`config.mk`:
```
export PLATFORM = sky130hd
export DESIGN_NAME = can_transport_rx_reassembler_flat
export DESIGN_NICKNAME = d
export VERILOG_FILES = /design/src/rtl/core/canrx_pkg.sv /design/src/rtl/core/canrx_if.sv /design/src/rtl/core/can_transport_rx_reassembler.sv /design/src/flat_wrapper.sv
export SDC_FILE = /design/constraint.sdc
export NUM_CORES = 2
export LEC_CHECK = 0
export BUFFER_PORTS_ARGS = -buffer_cell sky130_fd_sc_hd__buf_2
export CAP_MARGIN = 10
export CORE_MARGIN = 2
export CORE_UTILIZATION = 35
export CTS_BUF_LIST = sky130_fd_sc_hd__clkbuf_16
export DETAILED_ROUTE_END_ITERATION = 6
export GPL_TIMING_DRIVEN = 0
export PLACE_DENSITY = 0.56
export RECOVER_POWER = 100
export SETUP_SLACK_MARGIN = 0.05
export SLEW_MARGIN = 20
export SYNTH_ARGS = -nofsm -noshare
export SYNTH_HDL_FRONTEND = slang
export SYNTH_SLANG_ARGS = --single-unit
```
`constraint.sdc`:
```
create_clock -name clk -period 7 [get_ports clk]
set_input_delay 0.35 -clock clk [delete_from_list [all_inputs] [get_ports clk]]
set_output_delay 0.35 -clock clk [all_outputs]
set_load 0.02 [all_outputs]
```
`src/rtl/core/canrx_pkg.sv`:
```
// shared constants and widths for the can transport receive reassembler
package canrx_pkg;

  // field widths of the frame and result beats and the configuration port
  localparam int FRAME_W = 64;
  localparam int FLEN_W = 4;
  localparam int MSG_LEN_W = 9;
  localparam int CFG_W = 8;
  localparam int CFG_INDEX_W = 1;

  // default size of the message buffer in bytes
  localparam int DEFAULT_BUFFER_BYTES = 256;

  // protocol control info types and flow control status
  localparam logic [3:0] PCI_FIRST = 4'h1;
  localparam logic [3:0] PCI_CONSECUTIVE = 4'h2;
  localparam logic [7:0] FC_CLEAR_TO_SEND = 8'h30;
  localparam logic [3:0] FRAME_MAX_BYTES = 4'd8;

  // result kinds
  localparam logic KIND_FLOW_CONTROL = 1'b0;
  localparam logic KIND_MESSAGE = 1'b1;

  // configuration register indexes
  localparam logic [CFG_INDEX_W-1:0] CFG_BLOCK_SIZE = 1'b0;
  localparam logic [CFG_INDEX_W-1:0] CFG_SEPARATION_TIME = 1'b1;

endpackage

```
`src/rtl/core/canrx_if.sv`:
```
// valid/ready channel interfaces for received frames and results
interface canrx_frame_if;
  logic valid;
  logic ready;
  logic [canrx_pkg::FRAME_W-1:0] frame_bytes;
  logic [canrx_pkg::FLEN_W-1:0] frame_length;

  modport source (output valid, output frame_bytes, output frame_length, input ready);
  modport sink (input valid, input frame_bytes, input frame_length, output ready);
endinterface

interface canrx_result_if;
  logic valid;
  logic ready;
  logic result_kind;
  logic [canrx_pkg::FRAME_W-1:0] result_word;
  logic [canrx_pkg::FLEN_W-1:0] word_bytes;
  logic [canrx_pkg::MSG_LEN_W-1:0] message_length;
  logic last_word;

  modport source (output valid, output result_kind, output result_word, output word_bytes,
                  output message_length, output last_word, input ready);
  modport sink (input valid, input result_kind, input result_word, input word_bytes,
                input message_length, input last_word, output ready);
endinterface

```
`src/rtl/core/can_transport_rx_reassembler.sv`:
```
// Receive-side CAN transport reassembler. One frame beat is taken at a time
// and its payload is written into a byte-wide message buffer, one byte per
// cycle through a single write port. A first frame is taken, its stored bytes
// are written, and then its clear-to-send flow control beat is posted once the
// output register is free. A consecutive frame is taken and its stored bytes
// are written. When the message completes, the buffer is read back through its
// one read port with a registered read, one byte per cycle within a result
// beat; each result beat of up to 8 bytes is loaded once its bytes are read
// and the output register is free. No frame is taken during that readout. A
// result beat waits in an output register, so the next frame can be taken
// while the flow control beat has not been accepted yet.
module can_transport_rx_reassembler #(
  parameter int BUFFER_BYTES = canrx_pkg::DEFAULT_BUFFER_BYTES
) (
  input  logic clk,
  input  logic rst,
  canrx_frame_if.sink frame,
  canrx_result_if.source result,
  input  logic cfg_write,
  input  logic [canrx_pkg::CFG_INDEX_W-1:0] cfg_index,
  input  logic [canrx_pkg::CFG_W-1:0] cfg_data
);

  localparam int LEN_W = $clog2(BUFFER_BYTES + 1);
  localparam int ADDR_W = $clog2(BUFFER_BYTES);
  localparam int FW = canrx_pkg::FRAME_W;

  // state codes
  localparam logic [1:0] S_IDLE  = 2'd0;
  localparam logic [1:0] S_WRITE = 2'd1;
  localparam logic [1:0] S_FLOW  = 2'd2;
  localparam logic [1:0] S_EMIT  = 2'd3;

  // control registers
  logic [1:0] state;
  logic [1:0] follow_state;
  logic [LEN_W-1:0] expected_length;
  logic [LEN_W-1:0] received_length;
  logic [3:0] next_sequence;
  logic receiving;
  logic [7:0] fc_block_size;
  logic [7:0] fc_separation_time;
  logic [LEN_W-1:0] wr_ptr;
  logic [3:0] wr_left;
  logic [LEN_W-1:0] pos;
  logic [3:0] issue_cnt;
  logic rd_valid;
  logic out_valid;

  // datapath registers
  logic [FW-1:0] wr_shift;
  logic [FW-1:0] acc;
  logic [2:0] rd_slot;
  logic [7:0] rd_data;
  logic out_kind;
  logic [FW-1:0] out_word;
  logic [canrx_pkg::FLEN_W-1:0] out_bytes;
  logic [canrx_pkg::MSG_LEN_W-1:0] out_mlen;
  logic out_last;

  // message buffer
  logic [7:0] mem [0:BUFFER_BYTES-1];

  // frame decode
  logic accept;
  logic [3:0] len_c;
  logic [3:0] pci_kind;
  logic [3:0] pci_nib;
  logic [11:0] announced;
  logic ff_ok;
  logic [3:0] ff_n;
  logic cf_take;
  logic seq_ok;
  logic [LEN_W-1:0] room;
  logic [3:0] cf_n;
  logic [LEN_W-1:0] cf_recv_next;
  logic cf_done;

  // readout control
  logic [LEN_W-1:0] remain;
  logic [3:0] word_n;
  logic [LEN_W-1:0] pos_next;
  logic issue;
  logic out_free;
  logic out_load;
  logic emit_load;
  logic emit_last;
  logic [ADDR_W-1:0] rd_addr;
  logic [LEN_W+canrx_pkg::MSG_LEN_W-1:0] mlen_ext;

  assign frame.ready = (state == S_IDLE);
  assign accept = frame.valid && frame.ready;
  assign out_free = !out_valid || result.ready;
  assign out_load = (state == S_FLOW && out_free) || emit_load;

  // frame header decode
  always_comb begin
    len_c = (frame.frame_length > canrx_pkg::FRAME_MAX_BYTES) ?
            canrx_pkg::FRAME_MAX_BYTES : frame.frame_length;
    pci_kind = frame.frame_bytes[63:60];
    pci_nib = frame.frame_bytes[59:56];
    announced = {pci_nib, frame.frame_bytes[55:48]};
    ff_ok = (pci_kind == canrx_pkg::PCI_FIRST) && (len_c >= 4'd2) &&
            (announced <= 12'(BUFFER_BYTES));
    ff_n = len_c - 4'd2;
    if ({8'b0, ff_n} > announced) begin
      ff_n = announced[3:0];
    end
    cf_take = (pci_kind == canrx_pkg::PCI_CONSECUTIVE) && receiving && (len_c != 4'd0);
    seq_ok = (pci_nib == next_sequence);
    room = (expected_length > received_length) ? (expected_length - received_length) :
           {LEN_W{1'b0}};
    cf_n = (len_c == 4'd0) ? 4'd0 : (len_c - 4'd1);
    if (LEN_W'(cf_n) > room) begin
      cf_n = room[3:0];
    end
    cf_recv_next = received_length + LEN_W'(cf_n);
    cf_done = (cf_recv_next >= expected_length);
  end

  // readout word sizing
  always_comb begin
    remain = expected_length - pos;
    word_n = (remain > LEN_W'(canrx_pkg::FRAME_MAX_BYTES)) ? canrx_pkg::FRAME_MAX_BYTES :
             remain[3:0];
    pos_next = pos + LEN_W'(word_n);
    emit_last = (pos_next >= expected_length);
    issue = (state == S_EMIT) && (issue_cnt < word_n);
    emit_load = (state == S_EMIT) && (issue_cnt == word_n) && !rd_valid && out_free;
    rd_addr = ADDR_W'(pos + LEN_W'(issue_cnt));
    mlen_ext = {{canrx_pkg::MSG_LEN_W{1'b0}}, expected_length};
  end

  // buffer write and registered read
  always_ff @(posedge clk) begin
    if (state == S_WRITE && wr_left != 4'd0) begin
      mem[wr_ptr[ADDR_W-1:0]] <= wr_shift[FW-1 -: 8];
    end
    rd_data <= mem[rd_addr];
  end

  // configuration registers
  always_ff @(posedge clk) begin
    if (rst) begin
      fc_block_size <= '0;
      fc_separation_time <= '0;
    end else if (cfg_write) begin
      unique case (cfg_index)
        canrx_pkg::CFG_BLOCK_SIZE: fc_block_size <= cfg_data;
        canrx_pkg::CFG_SEPARATION_TIME: fc_separation_time <= cfg_data;
        default: ;
      endcase
    end
  end

  // control sequencer
  always_ff @(posedge clk) begin
    if (rst) begin
      state <= S_IDLE;
      follow_state <= S_IDLE;
      expected_length <= '0;
      received_length <= '0;
      next_sequence <= 4'd1;
      receiving <= 1'b0;
      wr_ptr <= '0;
      wr_left <= '0;
      pos <= '0;
      issue_cnt <= '0;
      rd_valid <= 1'b0;
      out_valid <= 1'b0;
    end else begin
      rd_valid <= issue;
      if (out_load) begin
        out_valid <= 1'b1;
      end else if (result.ready) begin
        out_valid <= 1'b0;
      end
      unique case (state)
        S_IDLE: begin
          if (accept && len_c != 4'd0) begin
            if (ff_ok) begin
              expected_length <= LEN_W'(announced);
              received_length <= LEN_W'(ff_n);
              next_sequence <= 4'd1;
              receiving <= 1'b1;
              wr_ptr <= '0;
              wr_left <= ff_n;
              follow_state <= S_FLOW;
              state <= S_WRITE;
            end else if (cf_take) begin
              if (seq_ok) begin
                received_length <= cf_recv_next;
                next_sequence <= next_sequence + 4'd1;
                wr_ptr <= received_length;
                wr_left <= cf_n;
                pos <= '0;
                issue_cnt <= '0;
                if (cf_done) begin
                  receiving <= 1'b0;
                  follow_state <= S_EMIT;
                end else begin
                  follow_state <= S_IDLE;
                end
                state <= S_WRITE;
              end else begin
                receiving <= 1'b0;
              end
            end
          end
        end
        S_WRITE: begin
          if (wr_left != 4'd0) begin
            wr_left <= wr_left - 4'd1;
            wr_ptr <= wr_ptr + LEN_W'(1);
          end else begin
            state <= follow_state;
          end
        end
        S_FLOW: begin
          if (out_free) begin
            state <= S_IDLE;
          end
        end
        S_EMIT: begin
          if (issue) begin
            issue_cnt <= issue_cnt + 4'd1;
          end
          if (emit_load) begin
            pos <= pos_next;
            issue_cnt <= '0;
            if (emit_last) begin
              state <= S_IDLE;
            end
          end
        end
        default: state <= S_IDLE;
      endcase
    end
  end

  // payload shifting, word assembly and output beat
  always_ff @(posedge clk) begin
    if (accept) begin
      wr_shift <= ff_ok ? {frame.frame_bytes[FW-17:0], 16'b0} :
                  {frame.frame_bytes[FW-9:0], 8'b0};
    end else if (state == S_WRITE) begin
      wr_shift <= {wr_shift[FW-9:0], 8'b0};
    end
    rd_slot <= issue_cnt[2:0];
    if (state != S_EMIT || emit_load) begin
      acc <= '0;
    end else if (rd_valid) begin
      acc[{3'd7 - rd_slot, 3'b000} +: 8] <= rd_data;
    end
    if (state == S_FLOW && out_free) begin
      out_kind <= canrx_pkg::KIND_FLOW_CONTROL;
      out_word <= {canrx_pkg::FC_CLEAR_TO_SEND, fc_block_size, fc_separation_time,
                   {(FW-24){1'b0}}};
      out_bytes <= canrx_pkg::FRAME_MAX_BYTES;
      out_mlen <= '0;
      out_last <= 1'b1;
    end else if (emit_load) begin
      out_kind <= canrx_pkg::KIND_MESSAGE;
      out_word <= acc;
      out_bytes <= word_n;
      out_mlen <= mlen_ext[canrx_pkg::MSG_LEN_W-1:0];
      out_last <= emit_last;
    end
  end

  // result channel
  assign result.valid = out_valid;
  assign result.result_kind = out_kind;
  assign result.result_word = out_word;
  assign result.word_bytes = out_bytes;
  assign result.message_length = out_mlen;
  assign result.last_word = out_last;

endmodule
```
`src/flat_wrapper.sv`:
```
// flat-port wrapper written by rule: the top's interface ports become plain ports
module can_transport_rx_reassembler_flat 
#(
  parameter int BUFFER_BYTES = canrx_pkg::DEFAULT_BUFFER_BYTES
)
  (clk, rst, cfg_write, cfg_index, cfg_data, frame_valid, frame_frame_bytes, frame_frame_length, frame_ready, result_valid, result_result_kind, result_result_word, result_word_bytes, result_message_length, result_last_word, result_ready);
  canrx_frame_if frame_i ();
  canrx_result_if result_i ();
  input  logic clk;
  input  logic rst;
  input  logic cfg_write;
  input  logic [canrx_pkg::CFG_INDEX_W-1:0] cfg_index;
  input  logic [canrx_pkg::CFG_W-1:0] cfg_data;
  input wire logic [$bits(frame_i.valid)-1:0] frame_valid;
  input wire logic [$bits(frame_i.frame_bytes)-1:0] frame_frame_bytes;
  input wire logic [$bits(frame_i.frame_length)-1:0] frame_frame_length;
  output wire logic [$bits(frame_i.ready)-1:0] frame_ready;
  output wire logic [$bits(result_i.valid)-1:0] result_valid;
  output wire logic [$bits(result_i.result_kind)-1:0] result_result_kind;
  output wire logic [$bits(result_i.result_word)-1:0] result_result_word;
  output wire logic [$bits(result_i.word_bytes)-1:0] result_word_bytes;
  output wire logic [$bits(result_i.message_length)-1:0] result_message_length;
  output wire logic [$bits(result_i.last_word)-1:0] result_last_word;
  input wire logic [$bits(result_i.ready)-1:0] result_ready;
  assign frame_i.valid = frame_valid;
  assign frame_i.frame_bytes = frame_frame_bytes;
  assign frame_i.frame_length = frame_frame_length;
  assign frame_ready = frame_i.ready;
  assign result_valid = result_i.valid;
  assign result_result_kind = result_i.result_kind;
  assign result_result_word = result_i.result_word;
  assign result_word_bytes = result_i.word_bytes;
  assign result_message_length = result_i.message_length;
  assign result_last_word = result_i.last_word;
  assign result_i.ready = result_ready;
  can_transport_rx_reassembler #(.BUFFER_BYTES(BUFFER_BYTES)) u_core (.clk(clk), .rst(rst), .frame(frame_i), .result(result_i), .cfg_write(cfg_write), .cfg_index(cfg_index), .cfg_data(cfg_data));
endmodule
```
# Word-level counts from Yosys, hierarchy flattened
# Memory sizes are Yosys's and may differ from the RTL's. A register that Yosys moved wholly into a read port is not among the register bits.
# Index checks and enable logic that the tools add are counted.
# word_totals
regBits	281
latchBits	0
mem_bits_rw	2048
romBits	0
input_bits	82
word_cells	172
n_memories	1
# classes
n_addsub	13
multipliers	0
div	0
n_lt_le_gt_ge	10
n_eq_ne	21
n_shift	2
muxes	64
n_bitwise	1
reduce_logical	37
# memory_table
name	words	width	rd	rd_clocked_by_memory_dff	wr	line_no	source
u_core.mem	256	8	1	1	1	can_transport_rx_reassembler.sv:62	logic [7:0] mem [0:BUFFER_BYTES-1];
# ops
operator	count
$mux W64	3
$mux W9	14
$mux W56	2
$mux W4	19
$bwmux W64	1
$shift A8 B8 Y64 const A	1
$shiftx A8 B8 Y64	1
$pmux W9 S2	2
$mux W2	12
$add A9 B4 Y9	2
$ge A9 B9 Y1	2
$sub A9 B9 Y9	2
$pmux W4 S2	2
$reduce_bool A2 Y1	7
$gt A4 B12 Y1	1
$le A12 B9 Y1 const B	1
$logic_and A1 B1 Y1	12
$ne A2 B2 Y1 const B	6
$reduce_and A6 Y1	2
$add A9 B1 Y9 const B	1
$gt A4 B9 Y1	1
$gt A9 B4 Y1 const B	1
$gt A9 B9 Y1	1
$add A4 B1 Y4 const B	2
other kinds (30)	50

# Logic depth before layout (Yosys ltp)
# depth
ltp_word	12
depth_mapped	30
ltp_nobuf	30

# Least setup slack after synthesis
# OpenSTA, ideal clock, no wires.
# synth_path
kind	register to register
startpoint	register u_core.received_length[1]
endpoint	register u_core.follow_state[1]
setup_ps	119
arrival_time_ps	5422
required_ps	6881
setup_slack_ps	1459
path_stages_with_launch	28
n_path_buf	0
period_less_slack_ps	5541
path_cell_list	dfxtp_1 -> inv_1 -> ha_1 -> nor2b_1 -> o31a_1 -> o21ai_1 -> nand2b_1 -> a211oi_2 -> nand2_1 -> ha_1 -> a21oi_1 -> o21ai_0 -> and3_1 -> mux2_2 -> a22oi_2 -> inv_1 -> ha_1 -> a21o_1 -> a21oi_1 -> nor2b_1 -> o21ai_0 -> nor3_1 -> xnor2_1 -> ha_1 -> or3_1 -> o22a_1 -> nand2b_1 -> o221a_2
# synth_via
elab_chain_len	10
# synth_lines
element	line_no	source
start: declaration	can_transport_rx_reassembler.sv:38	logic [LEN_W-1:0] received_length;
start signal: assignment	can_transport_rx_reassembler.sv:183	received_length <= LEN_W'(ff_n);
start signal: assignment	can_transport_rx_reassembler.sv:192	received_length <= cf_recv_next;
$sub A9 B9 Y9 / $gt A9 B9 Y1 (equally long branches)	can_transport_rx_reassembler.sv:111	room = (expected_length > received_length) ? (expected_length - received_length) :
$mux W9	can_transport_rx_reassembler.sv:111	
$gt A4 B9 Y1	can_transport_rx_reassembler.sv:114	if (LEN_W'(cf_n) > room) begin
$mux W4	can_transport_rx_reassembler.sv:114	
$add A9 B4 Y9 *	can_transport_rx_reassembler.sv:117	cf_recv_next = received_length + LEN_W'(cf_n);
$ge A9 B9 Y1 *	can_transport_rx_reassembler.sv:118	cf_done = (cf_recv_next >= expected_length);
$mux W2 *	can_transport_rx_reassembler.sv:198	if (cf_done) begin
$mux W2 *	can_transport_rx_reassembler.sv:191	if (seq_ok) begin
$mux W2 *	can_transport_rx_reassembler.sv:190	end else if (cf_take) begin
$mux W2 *	can_transport_rx_reassembler.sv:181	if (ff_ok) begin
end signal: assignment	can_transport_rx_reassembler.sv:188	follow_state <= S_FLOW;
end signal: assignment	can_transport_rx_reassembler.sv:200	follow_state <= S_EMIT;
end signal: assignment	can_transport_rx_reassembler.sv:202	follow_state <= S_IDLE;
end: declaration	can_transport_rx_reassembler.sv:36	logic [1:0] follow_state;
# Every way passes the cells marked *; elsewhere a longest branch is shown, timed or not. The select of a mux whose other input is x is not followed.
# A chain may end at the register's enable or synchronous reset.

# Worst setup path in the final report
# layout_path
startpoint	register u_core.expected_length[0]
endpoint	register u_core.out_word[54] (netlist: u_core.result.result_word[54]), enable pin
# layout_via
elab_chain_len	8
# layout_lines
element	line_no	source
start: declaration	can_transport_rx_reassembler.sv:37	logic [LEN_W-1:0] expected_length;
start signal: assignment	can_transport_rx_reassembler.sv:182	expected_length <= LEN_W'(announced);
$sub A9 B9 Y9 *	can_transport_rx_reassembler.sv:123	remain = expected_length - pos;
$gt A9 B4 Y1	can_transport_rx_reassembler.sv:124	word_n = (remain > LEN_W'(canrx_pkg::FRAME_MAX_BYTES)) ? canrx_pkg::FRAME_MAX_BYTES :
$mux W4 *	can_transport_rx_reassembler.sv:124	
$eq A4 B4 Y1 *	can_transport_rx_reassembler.sv:129	emit_load = (state == S_EMIT) && (issue_cnt == word_n) && !rd_valid && out_free;
$logic_and A1 B1 Y1 * (3 in series)	can_transport_rx_reassembler.sv:129	
$reduce_bool A2 Y1 (no source line) *	--	
end signal: assignment	can_transport_rx_reassembler.sv:257	out_word <= {canrx_pkg::FC_CLEAR_TO_SEND, fc_block_size, fc_separation_time,
end: declaration	can_transport_rx_reassembler.sv:56	logic [FW-1:0] out_word;
# Every way passes the cells marked *; elsewhere a longest branch is shown, timed or not.

==> results.toml <==
[run_status]
status = "finished with violations"
failed_checks = "DRC, capacitance limit, slew limit"

[power_and_ir_drop]
combPwrFrac = 0.019
seq_power_share = 0.538
power_frac_clock = 0.443
netSwitchingFraction = 0.209
power_leakage_nw = 33.6
peakVddDrop_v = 0.000229
p_total_mw = 28.4
powerDensity_nw_per_um2 = 266
internal_power_mw = 22.5
p_sw_mw = 5.94

[yosys]
ys_types = 70
netlist.top_cell.by_area = "edfxtp_1"
synth_compound_area_frac = 0.0233
syn_inst = 4826
synth_warnings = 0
syn_area_sq_um = 92500
synth_top_cell_area_share = 0.688
syn_avg_cell_area_sq_um = 19.2
ys.flop_type = "edfxtp_1"
synth_simple_gate_area_share = 0.0439
syn_nets = 4983
synth_enable_flop_cells = 2120
synth_seq_cells = 2328
synthArstFlopShare = 0
synth_top_family_by_area = "multiplexers"
synth.area.mux_share = 0.169
synth_fa_ha_area_frac = 0.0106
synth_area_leaders = "edfxtp_1 69%, mux4_2 16%, dfxtp_1 4.5%"
synth-xor-area-share = 0.00360
ys_seq_area_frac = 0.733

[detailed_routing]
wl_um = 268000
vias_per_cell = 5.47
final_antenna_net_count = 0
route.vias.total = 50000
drt-pass1-iter-count = 7
drtIter0Drc = 6176
drc = 1
wl_per_cell_um = 29.3

[grt]
grt-ovfl-total = 0
antenna_found_initial = 12
grt_use_met3 = 0.0399
grt_max_degree = 57
track_usage = 0.197
grt_pass1_vias = 49100
top_usage_layer = "met2"
grt_use_met2 = 0.306
grtUsageMet1 = 0.278
grt_pass1_wl_um = 377000

[worst_setup_path]
reg2reg_from = "u_core.expected_length[0]"
worstRegToRegCells = 15
r2r_end = "u_core.result.result_word[54]"
start_kind = "flop"
critical_path.max_stage_delay_ns = 1.70
crit_type = "flop to flop"
path_max_fanout = 16
crit_path_end_kind = "flop"
arrival_ns = 7.05
crit_slowest_cell = "nor4_1"
crit_chain = "inv_1 > ha_1 > fa_1 > xor2_1 > nand3_1 > nand2_1 > o2111ai_1 > a211o_1 > clkbuf_1 > or2_1 > ha_1 > nand2b_1 > nor4_1 > nor2_1 > inv_1"
regToRegSetupSlack_ns = 0.45
crit_required_ns = 7.49

[sta]
period_needed_ns = 6.55
drv_slew = 77
finalCritPeriodShare = 0.936
slew_headroom = -1.16
setup_viol = 0
fin_ws_ns = 0.446
hold_viol = 0
skew_ns = 0.0361
fmax_mhz = 153
worst_pin_slew_ns = 3.24
rsz0062_at_grt = "no"

[clocking]
clk_pin_slew_ns = 0.07
cts.sinks = 2328
clkLatencyLatePin_ns = 0.88
clockBufferDepth = 3
cts_tree = "built"
cts_root_buf = "clkbuf_16"
post_cts_buffers = 0
cts-htree-levels = 4
cts_buffers = 235

[placed_design]
dpl_worst_slack_ns = 0.568
dp.cells = 8608
place_congestion = 0.918
placed_cell_area_sq_um = 99600
portBuffers = 160
dpl.hpwl_um = 187000

[floorplan]
die_h_um = 518
rows = 188
core_area_sq_um = 263000
die_width_um = 518
pin_count = 163
die_area_sq_um = 268000
start_util = 0.352

[layout]
final_common_cell = "edfxtp_1"
layout_common_cells = "2,120 x edfxtp_1, 639 x mux4_2, 449 x nor2_1"
nNetsFinal = 5575
syn_to_final_growth_pct = 15.5
fin_cells = 9143
layout-drive-gt1-share = 0.214
final_area_sq_um = 107000
fin_util = 0.407

[worst_hold_path]
worstHoldEndpoint = "u_core.receiving"
min_from = "frame_frame_bytes[57]"
hp-class = "primary input to flop"
worstHoldPathCells = 6

[flow_run]
max_cap_violations = 3
## routing by layer
layer | part of all wire | vias to the layer above
li1 | - | 20700
met1 | 0.42 | 26500
met2 | 0.46 | 2312
met3 | 0.083 | 441
met4 | 0.034 | 4
met5 | 0.00010 | -
## power groups by stage
| stage | clock network (mW) | registers, mW | logic, mW |
|---|---|---|---|
| floorplan | 0 | 15.8 | 0.114 |
| global placement | 0 | 15.9 | 0.227 |
| detailed placement | 0 | 15.6 | 0.613 |
| CTS | 12.8 | 15.3 | 0.658 |
| global route | 13.3 | 15.3 | 0.592 |
| finish | 12.6 | 15.3 | 0.541 |
## flip-flops by register name, indices dropped and copies added, names as in the netlist, 2 cells and up
| register | count |
|---|---|
| u_core.mem | 2048 |
| u_core.result.word_bytes | 4 |
| u_core.next_sequence | 4 |
| u_core.fc_separation_time | 8 |
| u_core.result.message_length | 9 |
| u_core.acc | 64 |
| u_core.wr_shift | 56 |
| u_core.received_length | 9 |
| u_core.wr_left | 4 |
| u_core.follow_state | 2 |
| u_core.rd_slot | 3 |
| u_core.rd_data | 8 |
| u_core.expected_length | 9 |
| u_core.fc_block_size | 8 |
| u_core.wr_ptr | 8 |
| u_core.issue_cnt | 4 |
| u_core.pos | 9 |
| u_core.result.result_word | 64 |
| u_core.state | 2 |
## worst max-delay path by stage
stage / endpoint / startpoint / slack, ns / cells past startpoint
finish: u_core.result.result_word[54] / u_core.expected_length[0] / 0.45 / 15
global route: u_core.follow_state[1] / u_core.expected_length[0] / 0.08 / 27
CTS: u_core.follow_state[1] / u_core.expected_length[0] / 0.51 / 29
detailed placement: u_core.follow_state[1] / u_core.expected_length[0] / 0.57 / 29
global placement: u_core.mem[136][1] / u_core.wr_shift[57] / -1.23 / 0
floorplan: u_core.follow_state[1] / u_core.received_length[1] / 1.46 / 27
## what timing repair did
action                                  4_1_cts  5_1_grt
hold endpoints to repair                     91        0
resized for setup                             0        1
endpoints found under the setup margin        0        1
hold buffers                                 87        0
## cells by family (layout without fill, tap and decap cells)
family | Yosys count | in the layout
adder cells (fa/ha/maj) | 75 | 75
multiplexers | 760 | 760
AND/OR/NAND/NOR | 963 | 963
AO/OA/AOI/OAI | 324 | 324
flip-flops | 2328 | 2328
buffers and inverters | 338 | 1136
XOR/XNOR | 38 | 38
other | 0 | 4
## per-stage QoR
stage / setup TNS [ns] / hold slack [ns]
finish: 0 / 0.0728
global route: 0 / 0.113
CTS: 0 / 0.0232
detailed placement: 0 / 0.443
global placement: -1345.44 / 0.433
floorplan: 0 / 0.384
## synthesized netlist by cell type (18+ instances only)
cell	count
nand3_1	95
ha_1	70
buf_1	29
buf_2	60
nor2_1	449
nor3_1	27
mux2i_1	118
mux4_2	639
a31oi_1	59
o21ai_0	55
nand2_1	294
and3_1	18
edfxtp_1	2120
clkbuf_1	162
a21oi_1	52
xnor2_1	28
inv_1	54
dfxtp_1	208
a22oi_1	47
## area by class of cell
cell class	instances	area, sq um
fill	23400	156000
tap	3515	4400
sequential	2328	67800
antenna	4	10.0
buffer	284	1350
clock inverter	202	1730
multi-input combinational	2160	23100
timing repair buffer	355	2130
inverter	54	203
clock buffer	241	6030
## critical path, delay by kind of cell, from the launching register on
family | cells | cell delay, ns
and+or+nand+nor | 6 | 2.80
buffers and inverters | 3 | 1.08
adders and majority gates | 3 | 0.97
DFF | 1 | 0.49
xor gates and xnor gates | 1 | 0.43
AOI/OAI and AO/OA | 2 | 0.39
Note: power is estimated with default switching activity, not from simulation.
